`config.mk`:
```
export PLATFORM = sky130hd
export DESIGN_NAME = column_order_restore
export DESIGN_NICKNAME = d
export VERILOG_FILES = /design/src/cor_pkg.sv /design/src/column_order_restore.sv /design/src/cor_ram.sv /design/src/cor_front.sv /design/src/cor_back.sv
export SDC_FILE = /design/constraint.sdc
export NUM_CORES = 2
export LEC_CHECK = 0
export ABC_AREA = 1
export BUFFER_PORTS_ARGS = -buffer_cell sky130_fd_sc_hd__buf_2
export CAP_MARGIN = 5
export CORE_MARGIN = 5
export CORE_UTILIZATION = 30
export CTS_CLUSTER_SIZE = 28
export DETAILED_ROUTE_END_ITERATION = 12
export PLACE_DENSITY = 0.43
export RECOVER_POWER = 50
export SETUP_SLACK_MARGIN = 0.15
export SLEW_MARGIN = 0
export SYNTH_ARGS = -nofsm -noshare
export SYNTH_HDL_FRONTEND = slang
export SYNTH_SLANG_ARGS = --single-unit
```
`constraint.sdc`:
```
create_clock -name i_clk -period 4.3 [get_ports i_clk]
set_clock_uncertainty 0.1 [all_clocks]
set_input_delay 0.43 -clock i_clk [delete_from_list [all_inputs] [get_ports i_clk]]
set_output_delay 0.43 -clock i_clk [all_outputs]
set_load 0.01 [all_outputs]
```
`src/cor_pkg.sv`:
```
// Shared types and constants for the column order restore block.
package cor_pkg;

    localparam int MAX_COLUMNS_DEF = 64;
    localparam int CNT_W           = 7;
    localparam int CMD_W           = 2;
    localparam int BYTE_W          = 8;
    localparam int COL_W           = 6;
    localparam int ADDR_W          = 3;
    localparam int DATA_W          = 32;

    localparam logic [CMD_W-1:0] CMD_REF     = 2'd0;
    localparam logic [CMD_W-1:0] CMD_ROW     = 2'd1;
    localparam logic [CMD_W-1:0] CMD_RESTART = 2'd2;

    localparam logic REG_COLUMN_COUNT = 1'b0;

    typedef enum logic [1:0] {
        PH_REF,
        PH_ROWS,
        PH_HALT
    } t_phase;

    typedef enum logic [3:0] {
        B_IDLE,
        A_IADDR,
        A_ICAP,
        A_JADDR,
        A_JCMP,
        A_WR,
        M_TADDR,
        M_TCAP,
        M_WCAP,
        M_JADDR,
        M_JCMP,
        G_ADDR,
        G_MAP,
        G_OUT
    } t_bstate;

    typedef struct packed {
        logic valid;
        logic build;
    } t_job;

    typedef struct packed {
        logic busy;
        logic take;
        logic map_built;
        logic error;
    } t_bstat;

endpackage

```
`src/column_order_restore.sv`:
```
// Top level of the column order restore block: register port, stores, front and back.
//
// Usage: set column_count through the APB port (register 0, byte address 0), then
// issue transactions on start/i_cmd/i_value while busy is low. Command 0 loads one
// byte of the reference row, command 1 loads one byte of a matrix row, command 2
// restarts and expects a new reference row. When a matrix row completes, busy rises
// while the back end works. For the first row it ranks the reference bytes over the
// reference store read port, then matches them against the row over the row store
// read port, then gathers the row. Every row is gathered through the G_ADDR, G_MAP
// and G_OUT states per output byte, set by the chained map and row store reads, and
// busy stays high while it is emitted. Each result is shown for one cycle with
// o_strobe high; the receiver cannot stall, so results are never held. A reference
// value with no match gives one error transaction (o_status and o_row_last high)
// and the block ignores bytes until a restart. Reset restores column_count to the
// maximum, returns to loading the reference row, and marks the map as not built; a
// register write acts as a restart as well.
module column_order_restore #(
    parameter int MAX_COLUMNS = cor_pkg::MAX_COLUMNS_DEF,
    localparam int IW = (MAX_COLUMNS > 1) ? $clog2(MAX_COLUMNS) : 1
) (
    input  logic                         i_clk,
    input  logic                         i_rst_n,
    input  logic                         start,
    output logic                         busy,
    input  logic [cor_pkg::CMD_W-1:0]    i_cmd,
    input  logic [cor_pkg::BYTE_W-1:0]   i_value,
    output logic                         o_strobe,
    output logic [cor_pkg::BYTE_W-1:0]   o_out_byte,
    output logic [cor_pkg::COL_W-1:0]    o_out_column,
    output logic                         o_row_last,
    output logic                         o_status,
    input  logic                         psel,
    input  logic                         penable,
    input  logic                         pwrite,
    input  logic [cor_pkg::ADDR_W-1:0]   paddr,
    input  logic [cor_pkg::DATA_W-1:0]   pwdata,
    output logic [cor_pkg::DATA_W-1:0]   prdata,
    output logic                         pready
);

    logic [cor_pkg::CNT_W-1:0]  r_count;
    logic [cor_pkg::CNT_W-1:0]  n_count;
    logic [cor_pkg::CNT_W-1:0]  wr_val;
    logic                       cfg_wr;
    logic [IW-1:0]              last_idx;
    cor_pkg::t_bstat            bstat;
    cor_pkg::t_job              job;
    logic                       ref_we;
    logic                       row_we;
    logic [IW-1:0]              waddr;
    logic [IW-1:0]              ref_raddr;
    logic [IW-1:0]              row_raddr;
    logic [IW-1:0]              map_raddr;
    logic [cor_pkg::BYTE_W-1:0] ref_rdata;
    logic [cor_pkg::BYTE_W-1:0] row_rdata;
    logic [IW-1:0]              map_rdata;
    logic                       map_we;
    logic [IW-1:0]              map_waddr;
    logic [IW-1:0]              map_wdata;

    // Register write: only the column count exists; addresses with bit 2 set are ignored.
    assign pready = 1'b1;
    assign cfg_wr = psel & penable & pwrite & (paddr[2] == cor_pkg::REG_COLUMN_COUNT);
    assign wr_val = pwdata[cor_pkg::CNT_W-1:0];
    assign prdata = (paddr[2] == cor_pkg::REG_COLUMN_COUNT)
                    ? cor_pkg::DATA_W'(r_count) : '0;

    // The written count is saturated into the legal column range.
    always_comb begin
        if (wr_val == '0) begin
            n_count = cor_pkg::CNT_W'(1);
        end else if (wr_val > cor_pkg::CNT_W'(MAX_COLUMNS)) begin
            n_count = cor_pkg::CNT_W'(MAX_COLUMNS);
        end else begin
            n_count = wr_val;
        end
    end

    always_ff @(posedge i_clk) begin
        if (!i_rst_n) begin
            r_count <= cor_pkg::CNT_W'(MAX_COLUMNS);
        end else if (cfg_wr) begin
            r_count <= n_count;
        end
    end

    // Index of the last column, used by both halves for end of row detection.
    assign last_idx = IW'(r_count - 1'b1);

    cor_front #(.MAX_COLUMNS(MAX_COLUMNS)) u_front (
        .i_clk      (i_clk),
        .i_rst_n    (i_rst_n),
        .i_start    (start),
        .i_cmd      (i_cmd),
        .i_value    (i_value),
        .i_last_idx (last_idx),
        .i_cfg_wr   (cfg_wr),
        .i_bstat    (bstat),
        .o_busy     (busy),
        .o_ref_we   (ref_we),
        .o_row_we   (row_we),
        .o_waddr    (waddr),
        .o_job      (job)
    );

    cor_ram #(.WIDTH(cor_pkg::BYTE_W), .DEPTH(MAX_COLUMNS)) u_ref_ram (
        .i_clk   (i_clk),
        .i_we    (ref_we),
        .i_waddr (waddr),
        .i_wdata (i_value),
        .i_raddr (ref_raddr),
        .o_rdata (ref_rdata)
    );

    cor_ram #(.WIDTH(cor_pkg::BYTE_W), .DEPTH(MAX_COLUMNS)) u_row_ram (
        .i_clk   (i_clk),
        .i_we    (row_we),
        .i_waddr (waddr),
        .i_wdata (i_value),
        .i_raddr (row_raddr),
        .o_rdata (row_rdata)
    );

    // The map store first holds the sorted reference order, then the source columns.
    cor_ram #(.WIDTH(IW), .DEPTH(MAX_COLUMNS)) u_map_ram (
        .i_clk   (i_clk),
        .i_we    (map_we),
        .i_waddr (map_waddr),
        .i_wdata (map_wdata),
        .i_raddr (map_raddr),
        .o_rdata (map_rdata)
    );

    cor_back #(.MAX_COLUMNS(MAX_COLUMNS)) u_back (
        .i_clk        (i_clk),
        .i_rst_n      (i_rst_n),
        .i_last_idx   (last_idx),
        .i_job        (job),
        .o_bstat      (bstat),
        .o_ref_raddr  (ref_raddr),
        .i_ref_rdata  (ref_rdata),
        .o_row_raddr  (row_raddr),
        .i_row_rdata  (row_rdata),
        .o_map_raddr  (map_raddr),
        .i_map_rdata  (map_rdata),
        .o_map_we     (map_we),
        .o_map_waddr  (map_waddr),
        .o_map_wdata  (map_wdata),
        .o_strobe     (o_strobe),
        .o_out_byte   (o_out_byte),
        .o_out_column (o_out_column),
        .o_row_last   (o_row_last),
        .o_status     (o_status)
    );

endmodule

```
`src/cor_ram.sv`:
```
// Generic single write port, single read port RAM with registered read data.
module cor_ram #(
    parameter int WIDTH = 8,
    parameter int DEPTH = 64
) (
    input  logic                                   i_clk,
    input  logic                                   i_we,
    input  logic [(DEPTH > 1 ? $clog2(DEPTH) : 1)-1:0] i_waddr,
    input  logic [WIDTH-1:0]                       i_wdata,
    input  logic [(DEPTH > 1 ? $clog2(DEPTH) : 1)-1:0] i_raddr,
    output logic [WIDTH-1:0]                       o_rdata
);

    logic [WIDTH-1:0] r_mem [DEPTH];

    always_ff @(posedge i_clk) begin
        if (i_we) begin
            r_mem[i_waddr] <= i_wdata;
        end
        o_rdata <= r_mem[i_raddr];
    end

endmodule

```
`src/cor_front.sv`:
```
// Front end: accepts commands, fills the reference and row stores, queues row jobs.
module cor_front #(
    parameter int MAX_COLUMNS = cor_pkg::MAX_COLUMNS_DEF,
    localparam int IW = (MAX_COLUMNS > 1) ? $clog2(MAX_COLUMNS) : 1
) (
    input  logic                        i_clk,
    input  logic                        i_rst_n,
    input  logic                        i_start,
    input  logic [cor_pkg::CMD_W-1:0]   i_cmd,
    input  logic [cor_pkg::BYTE_W-1:0]  i_value,
    input  logic [IW-1:0]               i_last_idx,
    input  logic                        i_cfg_wr,
    input  cor_pkg::t_bstat             i_bstat,
    output logic                        o_busy,
    output logic                        o_ref_we,
    output logic                        o_row_we,
    output logic [IW-1:0]               o_waddr,
    output cor_pkg::t_job               o_job
);

    cor_pkg::t_phase r_phase;
    logic [IW-1:0]   r_fill;
    logic            r_map_ready;
    cor_pkg::t_job   r_job;
    logic            accept;
    logic            fill_last;

    assign o_busy    = r_job.valid | i_bstat.busy;
    assign accept    = i_start & ~o_busy;
    assign fill_last = (r_fill == i_last_idx);
    assign o_waddr   = r_fill;
    assign o_job     = r_job;
    assign o_ref_we  = accept & (i_cmd == cor_pkg::CMD_REF) & (r_phase == cor_pkg::PH_REF);
    assign o_row_we  = accept & (i_cmd == cor_pkg::CMD_ROW) & (r_phase == cor_pkg::PH_ROWS);

    always_ff @(posedge i_clk) begin
        if (!i_rst_n) begin
            r_phase     <= cor_pkg::PH_REF;
            r_fill      <= '0;
            r_map_ready <= 1'b0;
            r_job       <= '0;
        end else begin
            if (i_bstat.take) begin
                r_job.valid <= 1'b0;
            end
            if (i_bstat.map_built) begin
                r_map_ready <= 1'b1;
            end
            if (i_bstat.error) begin
                r_phase <= cor_pkg::PH_HALT;
            end
            if (i_cfg_wr || (accept && i_cmd == cor_pkg::CMD_RESTART)) begin
                r_phase     <= cor_pkg::PH_REF;
                r_fill      <= '0;
                r_map_ready <= 1'b0;
            end else if (o_ref_we) begin
                if (fill_last) begin
                    r_fill  <= '0;
                    r_phase <= cor_pkg::PH_ROWS;
                end else begin
                    r_fill <= r_fill + 1'b1;
                end
            end else if (o_row_we) begin
                if (fill_last) begin
                    r_fill      <= '0;
                    r_job.valid <= 1'b1;
                    r_job.build <= ~r_map_ready;
                end else begin
                    r_fill <= r_fill + 1'b1;
                end
            end
        end
    end

endmodule

```
`src/cor_back.sv`:
```
// Back end: builds the column map from the first row and gathers restored rows.
module cor_back #(
    parameter int MAX_COLUMNS = cor_pkg::MAX_COLUMNS_DEF,
    localparam int IW = (MAX_COLUMNS > 1) ? $clog2(MAX_COLUMNS) : 1
) (
    input  logic                        i_clk,
    input  logic                        i_rst_n,
    input  logic [IW-1:0]               i_last_idx,
    input  cor_pkg::t_job               i_job,
    output cor_pkg::t_bstat             o_bstat,
    output logic [IW-1:0]               o_ref_raddr,
    input  logic [cor_pkg::BYTE_W-1:0]  i_ref_rdata,
    output logic [IW-1:0]               o_row_raddr,
    input  logic [cor_pkg::BYTE_W-1:0]  i_row_rdata,
    output logic [IW-1:0]               o_map_raddr,
    input  logic [IW-1:0]               i_map_rdata,
    output logic                        o_map_we,
    output logic [IW-1:0]               o_map_waddr,
    output logic [IW-1:0]               o_map_wdata,
    output logic                        o_strobe,
    output logic [cor_pkg::BYTE_W-1:0]  o_out_byte,
    output logic [cor_pkg::COL_W-1:0]   o_out_column,
    output logic                        o_row_last,
    output logic                        o_status
);

    cor_pkg::t_bstate         r_state;
    cor_pkg::t_bstate         n_state;
    logic [IW-1:0]            r_i;
    logic [IW-1:0]            r_j;
    logic [IW-1:0]            r_t;
    logic [IW-1:0]            r_rank;
    logic [cor_pkg::BYTE_W-1:0] r_vi;
    logic [cor_pkg::BYTE_W-1:0] r_want;
    logic [MAX_COLUMNS-1:0]   r_used;
    logic                     i_last;
    logic                     j_last;
    logic                     t_last;
    logic                     hit;
    logic                     below;

    assign i_last = (r_i == i_last_idx);
    assign j_last = (r_j == i_last_idx);
    assign t_last = (r_t == i_last_idx);
    assign hit    = ~r_used[r_j] & (i_row_rdata == r_want);
    // Rank counts smaller values, and equal values at a lower reference index.
    assign below  = (i_ref_rdata < r_vi) || ((i_ref_rdata == r_vi) && (r_j < r_i));

    always_comb begin
        n_state = r_state;
        unique case (r_state)
            cor_pkg::B_IDLE: begin
                if (i_job.valid) begin
                    n_state = i_job.build ? cor_pkg::A_IADDR : cor_pkg::G_ADDR;
                end
            end
            cor_pkg::A_IADDR: n_state = cor_pkg::A_ICAP;
            cor_pkg::A_ICAP:  n_state = cor_pkg::A_JADDR;
            cor_pkg::A_JADDR: n_state = cor_pkg::A_JCMP;
            cor_pkg::A_JCMP:  n_state = j_last ? cor_pkg::A_WR : cor_pkg::A_JADDR;
            cor_pkg::A_WR:    n_state = i_last ? cor_pkg::M_TADDR : cor_pkg::A_IADDR;
            cor_pkg::M_TADDR: n_state = cor_pkg::M_TCAP;
            cor_pkg::M_TCAP:  n_state = cor_pkg::M_WCAP;
            cor_pkg::M_WCAP:  n_state = cor_pkg::M_JADDR;
            cor_pkg::M_JADDR: n_state = cor_pkg::M_JCMP;
            cor_pkg::M_JCMP: begin
                if (hit) begin
                    n_state = t_last ? cor_pkg::G_ADDR : cor_pkg::M_TADDR;
                end else begin
                    n_state = j_last ? cor_pkg::B_IDLE : cor_pkg::M_JADDR;
                end
            end
            cor_pkg::G_ADDR:  n_state = cor_pkg::G_MAP;
            cor_pkg::G_MAP:   n_state = cor_pkg::G_OUT;
            cor_pkg::G_OUT:   n_state = t_last ? cor_pkg::B_IDLE : cor_pkg::G_ADDR;
            default:          n_state = cor_pkg::B_IDLE;
        endcase
    end

    always_comb begin
        o_bstat.busy      = (r_state != cor_pkg::B_IDLE);
        o_bstat.take      = (r_state == cor_pkg::B_IDLE) & i_job.valid;
        o_bstat.map_built = 1'b0;
        o_bstat.error     = 1'b0;
        o_ref_raddr       = r_j;
        o_row_raddr       = r_j;
        o_map_raddr       = r_t;
        o_map_we          = 1'b0;
        o_map_waddr       = r_t;
        o_map_wdata       = r_j;
        o_strobe          = 1'b0;
        o_out_byte        = '0;
        o_out_column      = '0;
        o_row_last        = 1'b0;
        o_status          = 1'b0;
        unique case (r_state)
            cor_pkg::A_IADDR: o_ref_raddr = r_i;
            cor_pkg::A_WR: begin
                o_map_we    = 1'b1;
                o_map_waddr = r_rank;
                o_map_wdata = r_i;
            end
            cor_pkg::M_TCAP: o_ref_raddr = i_map_rdata;
            cor_pkg::M_JCMP: begin
                if (hit) begin
                    o_map_we          = 1'b1;
                    o_bstat.map_built = t_last;
                end else if (j_last) begin
                    o_bstat.error = 1'b1;
                    o_strobe      = 1'b1;
                    o_row_last    = 1'b1;
                    o_status      = 1'b1;
                end
            end
            cor_pkg::G_MAP: o_row_raddr = i_map_rdata;
            cor_pkg::G_OUT: begin
                o_strobe     = 1'b1;
                o_out_byte   = i_row_rdata;
                o_out_column = cor_pkg::COL_W'(r_t);
                o_row_last   = t_last;
            end
            default: ;
        endcase
    end

    always_ff @(posedge i_clk) begin
        if (!i_rst_n) begin
            r_state <= cor_pkg::B_IDLE;
            r_used  <= '0;
            r_i     <= '0;
            r_j     <= '0;
            r_t     <= '0;
            r_rank  <= '0;
        end else begin
            r_state <= n_state;
            case (r_state)
                cor_pkg::B_IDLE: begin
                    r_i <= '0;
                    r_t <= '0;
                end
                cor_pkg::A_ICAP: begin
                    r_vi   <= i_ref_rdata;
                    r_j    <= '0;
                    r_rank <= '0;
                end
                cor_pkg::A_JCMP: begin
                    if (below) begin
                        r_rank <= r_rank + 1'b1;
                    end
                    r_j <= r_j + 1'b1;
                end
                cor_pkg::A_WR: begin
                    r_i <= r_i + 1'b1;
                    if (i_last) begin
                        r_used <= '0;
                        r_t    <= '0;
                    end
                end
                cor_pkg::M_WCAP: begin
                    r_want <= i_ref_rdata;
                    r_j    <= '0;
                end
                cor_pkg::M_JCMP: begin
                    if (hit) begin
                        r_used[r_j] <= 1'b1;
                        r_t         <= t_last ? '0 : r_t + 1'b1;
                    end else begin
                        r_j <= r_j + 1'b1;
                    end
                end
                cor_pkg::G_OUT: r_t <= r_t + 1'b1;
                default: ;
            endcase
        end
    end

endmodule
```
==> impl_table.tex <==
\begin{tabular}{lr}
\hline
Metric & Value \\
\hline
\multicolumn{2}{l}{\textbf{Clock network}} \\
Cell chosen for the clock root & sky130\_fd\_sc\_hd\_\_clkbuf\_16 \\
CTS H-tree depth & 4 \\
Number of CTS-inserted buffers & 178 \\
Num Clock Sinks & 1556 \\
Latest clock arrival within the worst-skew pair & 840 ps \\
CTS tree & yes \\
Clock transition time at the flip-flop clock pins of the worst setup and hold paths & 60 ps \\
CTS max path bufs & 3 \\
\multicolumn{2}{l}{\textbf{Setup path}} \\
Endpoint arrival time on the critical path & 4350 ps \\
Largest fanout of any net on the critical path & 53 \\
Cell-by-cell trace of the critical path & dlygate4sd3\_1 > clkbuf\_1 > clkbuf\_2 \\
Type of element capturing the critical path & register \\
R2r endpoint & u\_ref\_ram.r\_mem[19][3] \\
Crit path launch type & input port \\
Worst Path Buf+Inv & 3 \\
Critical R2R Launch & u\_back.r\_state[2] \\
R2R depth & 8 \\
Cell family with most CP delay & buffers and inverters \\
Worst setup slack for register-to-register paths & 430 ps \\
Delay of the slowest cell on the worst path & 2290 ps \\
Levels on crit path & 3 \\
Startpoint of the most critical setup path & i\_value[6] \\
Setup CP Type & input port to register \\
CP required & 4700 ps \\
Worst setup endpoint & u\_ref\_ram.r\_mem[27][6] \\
Highest-delay cell along the critical path & sky130\_fd\_sc\_hd\_\_clkbuf\_1 \\
\multicolumn{2}{l}{\textbf{Placement}} \\
IO Port Bufs & 48 \\
Placed cell count & 9066 \\
Gpl congestion & 0.836 \\
Detailed placement HPWL & 124000 um \\
Cell area after placement & 0.0717 mm2 \\
\multicolumn{2}{l}{\textbf{STA}} \\
Achievable clock frequency & 253 MHz \\
Transition time at the pin with the least slew margin & 3930 ps \\
Hold Vio Cnt, Final & 0 \\
Post-layout minimum cycle time & 3950 ps \\
RSZ-0062 raised after global routing & no \\
TNS Setup & 0 ps \\
Final period util & 91.9\% \\
Relative slew slack & -162\% \\
Number of pins with negative max-slew slack in the final report & 1104 \\
Total of endpoints with negative setup slack in the final report & 0 \\
\multicolumn{2}{l}{\textbf{Floorplanning}} \\
Count of standard-cell rows & 173 \\
Core box area & 0.223 mm2 \\
X dimension of the die & 483 um \\
Top-level port count & 102 \\
Starting density of the core & 30.2\% \\
Height of the die & 483 um \\
Overall die area & 0.234 mm2 \\
\multicolumn{2}{l}{\textbf{Route}} \\
Post-detailed-route wirelength per cell & 22.2 um \\
Count of routing violations after the opening detailed-route iteration & 4092 \\
Number of nets still failing antenna checks after routing & 0 \\
Number of design rule violations left after detail routing & 0 \\
Iteration count of the initial detailed-routing pass & 5 \\
Final wirelength & 209000 um \\
Via density per instance & 4.91 \\
Count of vias placed by the detailed router & 46200 \\
\multicolumn{2}{l}{\textbf{Cells and area}} \\
Post-route cell area & 0.0773 mm2 \\
Sequential cell area in the final layout & 0.0454 mm2 \\
Fillers & 22400 \\
Layout-stage area growth over the synthesis result & 15.0\% \\
Net count of the finished layout & 6359 \\
Count of placed standard cells in the final layout, fillers left out & 9405 \\
Leading cell types in the layout, fill and taps excluded & 1424 x sky130\_fd\_sc\_hd\_\_edfxtp\_1, 1209 x sky130\_fd\_sc\_hd\_\_nand2\_1, 740 x sky130\_fd\_sc\_hd\_\_nand3\_1, 681 x sky130\_fd\_sc\_hd\_\_nor2\_1, 435 x sky130\_fd\_sc\_hd\_\_inv\_1 \\
Leading cell type in the layout, fill and taps excluded & sky130\_fd\_sc\_hd\_\_edfxtp\_1 \\
Area of the multi-input gates & 0.0184 mm2 \\
Share of post-route cells with drive strength above 1 & 8.65\% \\
\multicolumn{2}{l}{\textbf{Global routing}} \\
Leftover overflow at the end of global routing & 0 \\
Via count of the first global-routing pass & 44800 \\
Initial antenna violation count & 7 \\
First-pass GRT wire length & 308000 um \\
Maximum number of pins on one net before global-route repair & 136 \\
Total global routing track utilization & 17.3\% \\
\multicolumn{2}{l}{\textbf{Power}} \\
Sequential power share & 39.3\% \\
Cell Int Power & 28.5 mW \\
Power density normalized to cell area & 560 mW/mm2 \\
Switching power & 14.9 mW \\
Static Leak & 27.5 nW \\
Clock network fraction of total power & 34.6\% \\
Sw Ratio & 34.3\% \\
Fraction of power consumed by combinational cells & 26.1\% \\
IR Drop Worst-Case VDD & 579 uV \\
\multicolumn{2}{l}{\textbf{Min path}} \\
Kind of path behind the tightest hold check & input port to register \\
\multicolumn{2}{l}{\textbf{Job}} \\
Max-cap violations & 17 \\
\multicolumn{2}{l}{\textbf{Synthesis}} \\
Fraction of synthesized area in multiplexers & 0\% \\
Dominant combinational cell family by area after synthesis & simple AND/OR/NAND/NOR gates \\
Sequential share of the synthesized area & 67.6\% \\
Synthesized-area fraction occupied by xor and xnor cells & 0.378\% \\
Synthesized area divided by synthesized cell count & 10.8 um2 \\
Post-Syn Area & 0.0672 mm2 \\
Library cells used by synthesis & 43 \\
Adder-Cell Fraction of Synth Area & 0.354\% \\
Simple-gate share of the synthesized area & 19.6\% \\
Synth async-reset ratio & 0\% \\
Cell count after synthesis & 6197 \\
EDFF count, synth & 1424 \\
Number of register bits inferred by synthesis & 1556 \\
Compound-Gate Fraction of Synth Area & 6.56\% \\
Syn. warnings & 0 \\
Most used flip-flop cell after synthesis & sky130\_fd\_sc\_hd\_\_edfxtp\_1 \\
\multicolumn{2}{l}{\textbf{Run status}} \\
Violated checks & max-capacitance violations, max-slew violations \\
Status & finished, violations left \\
\hline
\end{tabular}
-- power groups by stage --
| stage | combinational (mW) | clock [mW] | sequential [mW] |
|---|---|---|---|
| final | 11.3 | 15.0 | 17.0 |
| after floorplan | 7.48 | 0 | 17.2 |
| after global routing | 12.6 | 16.0 | 17.0 |
| after detailed placement | 11.6 | 0 | 17.3 |
| after global placement | 11.6 | 0 | 17.3 |
| after CTS | 11.6 | 15.3 | 17.0 |
-- logic make-up (layout without fill, tap and decap cells) --
family	after synthesis	count (layout)
adder cells (fa/ha/maj)	19	19
AND/OR/NAND/NOR	2972	2972
AO/OA/AOI/OAI	749	749
buffers and inverters	870	1078
other	2	27
XOR/XNOR	29	29
flip-flops	1556	1556
-- layout make-up --
cell class | instances | share of cell area, %
Sequential cell | 1556 | 58.7
Multi-Input combinational cell | 3795 | 23.8
Clock buffer | 228 | 6.15
Tap cell | 2975 | 4.81
Timing Repair Buffer | 301 | 3.05
Inverter | 457 | 2.25
Clock inverter | 92 | 1.25
Antenna cell | 1 | 0.00324
-- registers in the layout (all words and copies together) (netlist names) --
signal and cells:
u_row_ram.o_rdata 8, u_ref_ram.r_mem 512, u_back.r_rank 6, u_back.o_map_raddr 6, u_ref_ram.o_rdata 8, u_front.r_map_ready 1
u_back.r_i 6, u_back.r_used 64, u_map_ram.r_mem 384, u_row_ram.r_mem 512, u_front.r_phase 2, u_back.r_want 8
u_back.r_j 6, u_back.r_state 4, u_map_ram.o_rdata 6, u_front.o_waddr 6, u_front.o_job 2, u_back.r_vi 8
r_count 7
-- synthesized netlist by cell type (all sizes together) (28+ instances only) --
master | instances | area share (%)
o211ai | 149 | 1.7
nand2 | 1219 | 6.8
dfxtp | 132 | 3.9
o22ai | 65 | 0.60
nor2 | 687 | 3.9
nor3 | 28 | 0.21
buf | 259 | 2.1
nand3b | 183 | 2.0
inv | 452 | 2.5
clkbuf | 154 | 0.86
o221ai | 41 | 0.53
edfxtp | 1424 | 64
nand3 | 742 | 5.5
a21oi | 118 | 0.88
o21ai | 360 | 2.7
xor2 | 29 | 0.38
nand4 | 107 | 1.1
-- worst register-to-register path: cells and delay by family, from the launching register on --
family                 cells  cell delay, ps
buffers and inverters      2            1440
DFF                        1             490
and+or+nand+nor            6            1360
-- metrics by stage --
stage | hold WS, ps | worst slack (ps) | util [%] | total power [mW]
3_3_place_gp | 337 | 509 | 32.2 | 28.9
4_1_cts | 4.67 | 266 | 34.9 | 43.9
2_1_floorplan | 326 | 125 | - | 24.7
6_report | 49.1 | 348 | 34.7 | 43.3
5_1_grt | 62.7 | 98.2 | 34.7 | 45.6
3_5_place_dp | 343 | 548 | 32.2 | 28.9
-- metal layers --
layer / up-vias / share of wire [%] / global-route usage [%]
li1: 21800 / - / -
met1: 23100 / 47 / 24.7
met2: 1071 / 47 / 27.8
met3: 253 / 4.2 / 2.37
met4: 0 / 2.3 / 4.33
met5: - / 0 / 0
-- how the worst min path moves through the flow --
stage	end	startpoint	depth (start not counted)	slack (ps)
finish	u_front.r_phase[0]	start	5	50
global route	u_front.r_phase[0]	start	5	60
CTS	u_front.r_phase[0]	start	5	5
detailed placement	u_back.r_used[44]	u_back.r_used[44]	2	340
global placement	u_back.r_used[46]	u_back.r_used[46]	2	340
floorplan	u_back.r_vi[0]	u_ref_ram.o_rdata[0]	0	330
-- repair_timing --
item | in CTS | in global routing
setup endpoints to repair | 2 | 2
pin swaps | 0 | 0
hold endpoints to repair | 124 | 0
setup buffers | 0 | 0
hold buffers | 18 | 0
gates cloned | 0 | 0
gates resized for setup | 1 | 1
(Power assumes the default switching activity.)
